### src/hdl/bqc_pkg.sv
package bqc_pkg;

  localparam int COEF_W = 18;
  localparam int CFG_IDX_W = 3;
  localparam int STEP_W = 4;
  localparam int SAMPLE_WIDTH_DEF = 16;
  localparam int COEF_FRAC_BITS_DEF = 14;

  typedef enum logic [CFG_IDX_W-1:0] {
    REG_B0,
    REG_B1,
    REG_B2,
    REG_A1,
    REG_A2,
    REG_CASCADE
  } reg_idx_t;

  typedef enum logic [2:0] {
    SRC_X,
    SRC_XD1,
    SRC_XD2,
    SRC_YD1,
    SRC_YD2
  } src_t;

  typedef enum logic [1:0] {
    ACC_HOLD,
    ACC_LOAD,
    ACC_ADD,
    ACC_SUB
  } acc_op_t;

  typedef struct packed {
    logic     stage;
    src_t     src;
    reg_idx_t coef;
    acc_op_t  acc;
    logic     fin;
    logic     last;
  } ctl_t;

  localparam logic [STEP_W-1:0] STEP_DONE = STEP_W'(14);

  function automatic ctl_t cw(input logic stage, input src_t src, input reg_idx_t coef,
                              input acc_op_t acc, input logic fin, input logic last);
    ctl_t c;
    c.stage = stage;
    c.src   = src;
    c.coef  = coef;
    c.acc   = acc;
    c.fin   = fin;
    c.last  = last;
    return c;
  endfunction

  // The program: five products per stage through one multiplier, then a
  // round-and-saturate step; the second stage is skipped unless cascaded.
  function automatic ctl_t ucode(input logic [STEP_W-1:0] step);
    ctl_t c;
    case (step)
      4'd0:    c = cw(1'b0, SRC_X,   REG_B0, ACC_HOLD, 1'b0, 1'b0);
      4'd1:    c = cw(1'b0, SRC_XD1, REG_B1, ACC_LOAD, 1'b0, 1'b0);
      4'd2:    c = cw(1'b0, SRC_XD2, REG_B2, ACC_ADD,  1'b0, 1'b0);
      4'd3:    c = cw(1'b0, SRC_YD1, REG_A1, ACC_ADD,  1'b0, 1'b0);
      4'd4:    c = cw(1'b0, SRC_YD2, REG_A2, ACC_SUB,  1'b0, 1'b0);
      4'd5:    c = cw(1'b0, SRC_X,   REG_B0, ACC_SUB,  1'b0, 1'b0);
      4'd6:    c = cw(1'b0, SRC_X,   REG_B0, ACC_HOLD, 1'b1, 1'b0);
      4'd7:    c = cw(1'b1, SRC_X,   REG_B0, ACC_HOLD, 1'b0, 1'b0);
      4'd8:    c = cw(1'b1, SRC_XD1, REG_B1, ACC_LOAD, 1'b0, 1'b0);
      4'd9:    c = cw(1'b1, SRC_XD2, REG_B2, ACC_ADD,  1'b0, 1'b0);
      4'd10:   c = cw(1'b1, SRC_YD1, REG_A1, ACC_ADD,  1'b0, 1'b0);
      4'd11:   c = cw(1'b1, SRC_YD2, REG_A2, ACC_SUB,  1'b0, 1'b0);
      4'd12:   c = cw(1'b1, SRC_X,   REG_B0, ACC_SUB,  1'b0, 1'b0);
      4'd13:   c = cw(1'b1, SRC_X,   REG_B0, ACC_HOLD, 1'b1, 1'b0);
      4'd14:   c = cw(1'b0, SRC_X,   REG_B0, ACC_HOLD, 1'b0, 1'b1);
      default: c = cw(1'b0, SRC_X,   REG_B0, ACC_HOLD, 1'b0, 1'b1);
    endcase
    return c;
  endfunction

endpackage

### src/hdl/biquad_filter_optional_cascade.sv
// Direct form I biquad with an optional second stage sharing the coefficients.
// A sample beat is taken only while the block is idle; a short microcode
// program then drives one shared multiplier and an accumulator, one control
// word per cycle. Each stage spends one step filling the product register,
// five multiply-accumulate steps and one round-and-saturate step, and a final
// step loads the output register; that step waits while the output register
// still holds an untaken result. The block takes the next sample only once the
// result is loaded, so it never works on two samples at once. The result sits in
// its own register, so the next sample is accepted while it waits to be taken.
module biquad_filter_optional_cascade
  import bqc_pkg::*;
#(
  parameter int SAMPLE_WIDTH   = SAMPLE_WIDTH_DEF,
  parameter int COEF_FRAC_BITS = COEF_FRAC_BITS_DEF
) (
  input  logic                           clk,
  input  logic                           rst,
  input  logic                           cfg_valid,
  output logic                           cfg_ready,
  input  logic [CFG_IDX_W-1:0]           cfg_index,
  input  logic [COEF_W-1:0]              cfg_data,
  input  logic                           in_valid,
  output logic                           in_ready,
  input  logic signed [SAMPLE_WIDTH-1:0] sample_in,
  output logic                           out_valid,
  input  logic                           out_ready,
  output logic signed [SAMPLE_WIDTH-1:0] sample_out,
  output logic                           clipped
);

  localparam int PROD_W = SAMPLE_WIDTH + COEF_W;
  localparam int ACC_W  = (PROD_W + 3 > COEF_FRAC_BITS + 2) ? PROD_W + 3 : COEF_FRAC_BITS + 2;
  localparam logic signed [ACC_W-1:0] HALF = ACC_W'(1) << (COEF_FRAC_BITS - 1);
  localparam logic signed [ACC_W-1:0] SMAX = (ACC_W'(1) << (SAMPLE_WIDTH - 1)) - ACC_W'(1);
  localparam logic signed [ACC_W-1:0] SMIN = ~SMAX;
  localparam logic signed [COEF_W-1:0] B0_RESET = COEF_W'(64'(1) << COEF_FRAC_BITS);

  logic signed [COEF_W-1:0] coef_b0, coef_b1, coef_b2, coef_a1, coef_a2;
  logic                     cascade;

  logic                    busy;
  logic [STEP_W-1:0]       step;
  ctl_t                    ctl;

  logic signed [SAMPLE_WIDTH-1:0] cur;
  logic signed [SAMPLE_WIDTH-1:0] xd1 [2];
  logic signed [SAMPLE_WIDTH-1:0] xd2 [2];
  logic signed [SAMPLE_WIDTH-1:0] yd1 [2];
  logic signed [SAMPLE_WIDTH-1:0] yd2 [2];
  logic signed [PROD_W-1:0]       prod;
  logic signed [ACC_W-1:0]        acc;
  logic                           clip;

  logic signed [SAMPLE_WIDTH-1:0] mul_a;
  logic signed [COEF_W-1:0]       mul_c;
  logic signed [ACC_W-1:0]        rsum;
  logic signed [ACC_W-1:0]        yfull;
  logic signed [SAMPLE_WIDTH-1:0] ysat;
  logic                           ysat_clip;

  assign ctl       = ucode(step);
  assign cfg_ready = 1'b1;
  assign in_ready  = !busy;

  always_comb begin
    case (ctl.src)
      SRC_X:   mul_a = cur;
      SRC_XD1: mul_a = xd1[ctl.stage];
      SRC_XD2: mul_a = xd2[ctl.stage];
      SRC_YD1: mul_a = yd1[ctl.stage];
      SRC_YD2: mul_a = yd2[ctl.stage];
      default: mul_a = cur;
    endcase
    case (ctl.coef)
      REG_B0:  mul_c = coef_b0;
      REG_B1:  mul_c = coef_b1;
      REG_B2:  mul_c = coef_b2;
      REG_A1:  mul_c = coef_a1;
      REG_A2:  mul_c = coef_a2;
      default: mul_c = coef_b0;
    endcase
  end

  always_comb begin
    rsum  = acc + HALF;
    yfull = rsum >>> COEF_FRAC_BITS;
    if (yfull > SMAX) begin
      ysat      = SMAX[SAMPLE_WIDTH-1:0];
      ysat_clip = 1'b1;
    end else if (yfull < SMIN) begin
      ysat      = SMIN[SAMPLE_WIDTH-1:0];
      ysat_clip = 1'b1;
    end else begin
      ysat      = yfull[SAMPLE_WIDTH-1:0];
      ysat_clip = 1'b0;
    end
  end

  always_ff @(posedge clk) begin
    if (rst) begin
      coef_b0 <= B0_RESET;
      coef_b1 <= '0;
      coef_b2 <= '0;
      coef_a1 <= '0;
      coef_a2 <= '0;
      cascade <= 1'b0;
    end else if (cfg_valid && cfg_ready) begin
      case (reg_idx_t'(cfg_index))
        REG_B0:      coef_b0 <= cfg_data;
        REG_B1:      coef_b1 <= cfg_data;
        REG_B2:      coef_b2 <= cfg_data;
        REG_A1:      coef_a1 <= cfg_data;
        REG_A2:      coef_a2 <= cfg_data;
        REG_CASCADE: cascade <= cfg_data[0];
        default: begin
        end
      endcase
    end
  end

  always_ff @(posedge clk) begin
    prod <= mul_a * mul_c;
    case (ctl.acc)
      ACC_LOAD: acc <= ACC_W'(prod);
      ACC_ADD:  acc <= acc + ACC_W'(prod);
      ACC_SUB:  acc <= acc - ACC_W'(prod);
      default:  acc <= acc;
    endcase
    if (in_valid && in_ready) begin
      cur <= sample_in;
    end else if (busy && ctl.fin) begin
      cur <= ysat;
    end
  end

  always_ff @(posedge clk) begin
    if (rst) begin
      busy      <= 1'b0;
      step      <= '0;
      clip      <= 1'b0;
      out_valid <= 1'b0;
      for (int s = 0; s < 2; s++) begin
        xd1[s] <= '0;
        xd2[s] <= '0;
        yd1[s] <= '0;
        yd2[s] <= '0;
      end
    end else begin
      if (out_valid && out_ready && !(busy && ctl.last)) begin
        out_valid <= 1'b0;
      end
      if (in_valid && in_ready) begin
        busy <= 1'b1;
        step <= '0;
        clip <= 1'b0;
      end else if (busy) begin
        if (ctl.last) begin
          if (!out_valid || out_ready) begin
            out_valid  <= 1'b1;
            sample_out <= cur;
            clipped    <= clip;
            busy       <= 1'b0;
          end
        end else if (ctl.fin) begin
          xd2[ctl.stage] <= xd1[ctl.stage];
          xd1[ctl.stage] <= cur;
          yd2[ctl.stage] <= yd1[ctl.stage];
          yd1[ctl.stage] <= ysat;
          clip           <= clip | ysat_clip;
          step           <= (!ctl.stage && !cascade) ? STEP_DONE : step + STEP_W'(1);
        end else begin
          step <= step + STEP_W'(1);
        end
      end
    end
  end

`ifndef SYNTH
  a_start_at_zero: assert property (@(posedge clk) disable iff (rst)
    in_valid && in_ready |=> busy && step == '0)
    else $error("sample accepted but program did not start at its first step");

  a_step_in_range: assert property (@(posedge clk) disable iff (rst)
    busy |-> step <= STEP_DONE)
    else $error("step counter ran past the end of the program");

  a_skip_second: assert property (@(posedge clk) disable iff (rst)
    busy && ctl.fin && !ctl.stage && !cascade |=> busy && step == STEP_DONE)
    else $error("second stage not skipped with cascade disabled");

  a_hold_result: assert property (@(posedge clk) disable iff (rst)
    busy && ctl.last && out_valid && !out_ready |=> busy && step == STEP_DONE)
    else $error("result dropped while the output register was full");
`endif

endmodule

### config.mk
export PLATFORM = sky130hd
export DESIGN_NAME = biquad_filter_optional_cascade
export DESIGN_NICKNAME = d
export VERILOG_FILES = /design/src/hdl/bqc_pkg.sv /design/src/hdl/biquad_filter_optional_cascade.sv
export SDC_FILE = /design/constraint.sdc
export NUM_CORES = 2
export LEC_CHECK = 0
export ABC_AREA = 1
export ABC_CLOCK_PERIOD_IN_PS = 12900
export BUFFER_PORTS_ARGS = -buffer_cell sky130_fd_sc_hd__buf_2
export CORE_MARGIN = 3
export CORE_UTILIZATION = 40
export DETAILED_ROUTE_END_ITERATION = 10
export PLACE_DENSITY_LB_ADDON = 0.12
export SLEW_MARGIN = 20
export SYNTH_ARGS = -nofsm -noshare
export SYNTH_HDL_FRONTEND = slang
export SYNTH_SLANG_ARGS = --single-unit
### constraint.sdc
create_clock -name clk -period 12.9 [get_ports clk]
set_input_delay 2.58 -clock clk [delete_from_list [all_inputs] [get_ports clk]]
set_output_delay 2.58 -clock clk [all_outputs]
set_load 0.1 [all_outputs]
Yosys cells after proc, flatten, opt, wreduce, memory -nomap -nowiden
Memory sizes are Yosys's and may differ from the RTL's. A register that Yosys moved wholly into a read port is not among the register bits.
Index checks and enable logic that the tools add are counted.
- $add $sub $neg: 4
- multiply operators: 1
- order comparisons: 2
- equal/unequal tests: 16
- multiplexer cells: 42
- bitwise logic cells: 4
- reduce and logical (&&, ||, !) cells: 29
- operators with widths (kind ; count):
    $mux 16 ; 8
    $pmux 37 s3 ; 1
    $pmux 18 s4 ; 1
    $pmux 16 s4 ; 1
    $reduce_or 16->1 ; 4
    $add 37x15->37 const B ; 1
    $add 37x34->37 ; 1
    $sub 37x34->37 ; 1
    $mul 16x18->34 ; 1
    $mux 1 ; 27
    $gt 23x16->1 const B ; 1
    $lt 23x16->1 const B ; 1
    $eq 3x2->1 const B ; 6
    $mux 4 ; 4
    $reduce_and 2->1 ; 7
    $eq 3x3->1 const B ; 4
    $eq 3x1->1 const B ; 3
    $logic_and 1x1->1 ; 6
    $logic_not 1->1 ; 5
    $reduce_and 5->1 ; 1
    $add 4x1->4 const B ; 1
    $eq 2x2->1 const B ; 2
    $logic_not 3->1 ; 1
    $not 1->1 ; 3
    7 further kinds ; 7
- flip-flop bits (word level): 202
- RAM bits: 128
- memory bits (read-only): 176
- logic and storage cells: 118
- memories: 5
- memories (memory ; words ; width ; read ports ; clocked after Yosys merged registers in ; write ports ; RTL line ; text):
    (no name shown) ; 16 ; 11 ; 1 ; 1 ; 0 ; bqc_pkg.sv:60 ; case (step)
    xd1 ; 2 ; 16 ; 1 ; 0 ; 2 ; biquad_filter_optional_cascade.sv:46 ; logic signed [SAMPLE_WIDTH-1:0] xd1 [2];
    xd2 ; 2 ; 16 ; 1 ; 0 ; 2 ; biquad_filter_optional_cascade.sv:47 ; logic signed [SAMPLE_WIDTH-1:0] xd2 [2];
    yd1 ; 2 ; 16 ; 1 ; 0 ; 2 ; biquad_filter_optional_cascade.sv:48 ; logic signed [SAMPLE_WIDTH-1:0] yd1 [2];
    yd2 ; 2 ; 16 ; 1 ; 0 ; 2 ; biquad_filter_optional_cascade.sv:49 ; logic signed [SAMPLE_WIDTH-1:0] yd2 [2];

Logic depth before layout (Yosys ltp)
- word-level depth: 8
- gate-level depth with buffers: 35

Worst setup path after synthesis
Ideal clock, no wire load.
- path kind: reg2reg
- start point: register ctl[7] (netlist name)
- end point: register prod[33]
- library setup time: 123 ps
- arrival time: 6648 ps
- path slack: 6128 ps
- cell stages (with the launch flop): 26
- clock period less this slack: 6772 ps
- cell sequence: dfxtp_1 nor3_4 inv_4 nand2_4 buf_4 o21a_1 inv_1 buf_2 nor2_1 inv_1 fa_1 inv_1 fa_1 inv_1 fa_1 fa_1 fa_1 fa_1 inv_1 ha_1 nand2_1 nor4_1 nand3_1 nand3_1 a21oi_1 xor2_1
- cells in the longest elaborated chain, start to end: 3
- elaborated cells on any way between the ends: 6
- RTL lines (what ; RTL line ; text):
    $eq 3x3->1, or another cell as far along ; biquad_filter_optional_cascade.sv:66 ; case (ctl.src)
    $pmux 16 s4 * ; biquad_filter_optional_cascade.sv:66 ;
    $mul 16x18->34 * ; biquad_filter_optional_cascade.sv:122 ; prod <= mul_a * mul_c;
    end signal: assignment ; biquad_filter_optional_cascade.sv:122 ;
    end: declaration ; biquad_filter_optional_cascade.sv:50 ; logic signed [PROD_W-1:0] prod;
Every way passes the cells marked *; elsewhere a longest branch is shown, timed or not.
A chain may end at the register's enable or synchronous reset.

Final worst setup path
- start point: register ctl[7] (netlist name)
- end point: register prod[33]
- cells in the longest elaborated chain, start to end: 3
- elaborated cells on any way between the ends: 6
- RTL lines (what ; RTL line):
    $eq 3x3->1, or another cell as far along ; biquad_filter_optional_cascade.sv:66
    $pmux 16 s4 * ; biquad_filter_optional_cascade.sv:66
    $mul 16x18->34 * ; biquad_filter_optional_cascade.sv:122
Marks and branches as above.

==> metrics.yaml <==
worst_setup_path:
  worstSetupPathType: "register to register"
  end_kind: "register"
  path_max_fanout: 63
  cp_slowest_cell: "fa_1"
  cp.arrival_ns: 8.80
  critPathMaxStageDelay_ns: 0.85
  cp.required_ns: 13.33
  reg2reg_slack_ns: 4.53
  start_kind: "register"
  reg2regPathDepth: 25
  crit_top_cell: "fa_1"
detailed_routing:
  vias_per_cell: 5.05
  dr.first_iter.drc_count: 1808
  wl_per_cell_um: 18.5
  dr.pass1.iters: 5
  vias: 23367
  postRouteAntennaNets: 0
  drc_errors: 0
  drt_wl_total_mm: 85.7
die:
  fp.coreArea_um2: 70900
  initial_utilization_pct: 40.8
  die_h_um: 275
  rows: 97
  io_pins: 62
  die_x_um: 275
  dieArea_um2: 75600
logic_synthesis:
  synth_edf_count: 198
  async_flop_share_pct: 0
  syn_inst: 3622
  yosysTopAreaCell: "edfxtp_1"
  avgSynthCellArea_um2: 7.99
  yosys_warnings: 0
  synth.most_common_cell: "inv_1"
  syn_nets: 4087
  synth-seq-cells: 338
  synth.top_cell.area_share_pct: 20.5
  synth_common_cells: "inv_1 (677), nand2_1 (664), nor2_1 (578)"
  synth.distinct_cells: 60
  yosys_most_used_dff: "edfxtp_1"
  syn_area_um2: 28900
  synth_seq_area_share_pct: 30.2
  synth_area_leaders: "edfxtp_1 (21%), fa_1 (20%), dfxtp_1 (9.7%), inv_1 (8.8%), nand2_1 (8.6%)"
timing:
  fin_worst_skew_ns: 0.0549
  rsz0062_at_grt: "no"
  hold_viol: 0
  fin_tns_setup_ns: 0
  report.final.slew_viol_count: 0
  setup_viol: 0
  period_needed_ns: 8.37
  finalCritPeriodShare_pct: 64.9
  fmax_mhz: 119
  slew_headroom_pct: 31.4
  worst_slew_pin_slew_ns: 1.03
clocking:
  h-tree-depth: 2
  cts.sinks: 338
  cts_setup_buffers: 0
  clock_latency_ns: 0.60
  root_buffer: "clkbuf_16"
  cts_tree: "yes"
  clkTransAtPathRegs_ns: 0.06
  ctsHoldBuffers: 0
  cts_resized: 0
  clockBufferDepth: 3
  cts_inserted_buffers: 42
grt:
  grt_pass1_vias: 23621
  antenna_found_initial: 0
  grt_pass1_wl_mm: 137
  grt_overflow: 0
  grt_max_degree: 93
  track_usage_pct: 23.3
final_layout:
  diodes: 0
  drive_above_1_share_pct: 5.94
  synthToLayoutAreaGrowth_pct: 9.14
  seqCellArea_um2: 8750
  multiInputGateArea_um2: 17100
  fillers: 7226
  nets: 4116
place:
  hpwl_mm: 65.6
  place_congestion: 0.928
  io_buffers: 60
min_path:
  whs_path_depth: 0
  hp-class: "register to register"
flow_run:
  drv_cap: 0
outcome:
  status: "finished, final reports clean"
-- stage by stage --
step                cells  setup WS [ns]  utilization, %  area, um2  hold WS, ns
global route         4624           3.86            44.6      31600        0.468
finish               4624           4.53            44.6      31600        0.444
detailed placement   4547           4.59            42.6      30200        0.431
floorplan            3622           6.13               -      28900        0.408
global placement     4547           4.71            42.6      30200        0.419
CTS                  4624           4.52            44.6      31600        0.445
-- critical path, delay by kind of cell, from the launching register on --
family / cells / cell delay, ns
AOI/OAI and AO/OA: 2 / 0.48
xor gates and xnor gates: 1 / 0.14
adders and majority gates: 7 / 3.88
buffers and inverters: 7 / 1.30
DFF: 1 / 0.49
and+or+nand+nor: 8 / 1.85
-- worst paths after layout --
path | startpoint | end
max | ctl[7] | prod[33]
min | clip | clipped
max reg2reg | ctl[7] | prod[33]
min reg2reg | clip | clipped
-- routing by layer --
| layer | vias up | wire length, um | track usage, % |
|---|---|---|---|
| met1 | 11170 | 39300 | 32.9 |
| met2 | 681 | 38700 | 37.0 |
| met3 | 129 | 5070 | 3.38 |
| met4 | 0 | 2730 | 7.27 |
| li1 | 11387 | - | - |
| met5 | - | 0 | 0 |
-- state kept, by name, summed over array words and instances (netlist names), 32 cells and up --
register / cells
yd1: 32
acc: 37
xd2: 32
yd2: 32
prod: 34
xd1: 32
-- cell type report --
cell class              instances  area share [%]
well taps                     940            3.72
clock inverters                28           0.971
clock buffers                  49            3.47
multi-input cells            2478            54.1
inverters                     698            8.30
flip-flops and latches        338            27.7
repair buffers                 93            1.74
-- cells in the final DEF, fill, tap and decap left out, types with 6 or more instances in the layout --
master       n
inv_1      675
nand2_1    662
nor2_1     576
fa_1       292
o21ai_0    215
edfxtp_1   198
a21oi_1    174
dfxtp_1    138
ha_1       131
nand3_1    106
xor2_1      69
buf_2       60
clkbuf_16   42
buf_4       33
nor3_1      29
xnor2_1     24
inv_2       19
nand4_1     19
o22ai_1     18
a221oi_1    18
a31oi_1     18
o21a_1      17
or2_2       14
clkinv_1    12
o21ai_1      8
o21bai_1     8
a21o_1       7
nor4_1       7
o21ai_2      6
clkinv_2     6
-- cells by family (layout without fill, tap and decap cells) --
kind of cell | after synthesis | in the layout | share of synthesized area, %
adders and majority gates | 423 | 423 | 25.9
muxes | 4 | 4 | 0.138
other | 1 | 1 | 0.0130
buffers and inverters | 806 | 868 | 10.9
DFF | 338 | 338 | 30.2
AOI/OAI and AO/OA | 520 | 520 | 10.2
xor gates and xnor gates | 93 | 93 | 2.82
and+or+nand+nor | 1437 | 1437 | 19.9
Power is left out: the tool's default activity adds up to more than one toggle a clock period on the data nets, which glitch-free logic cannot reach.
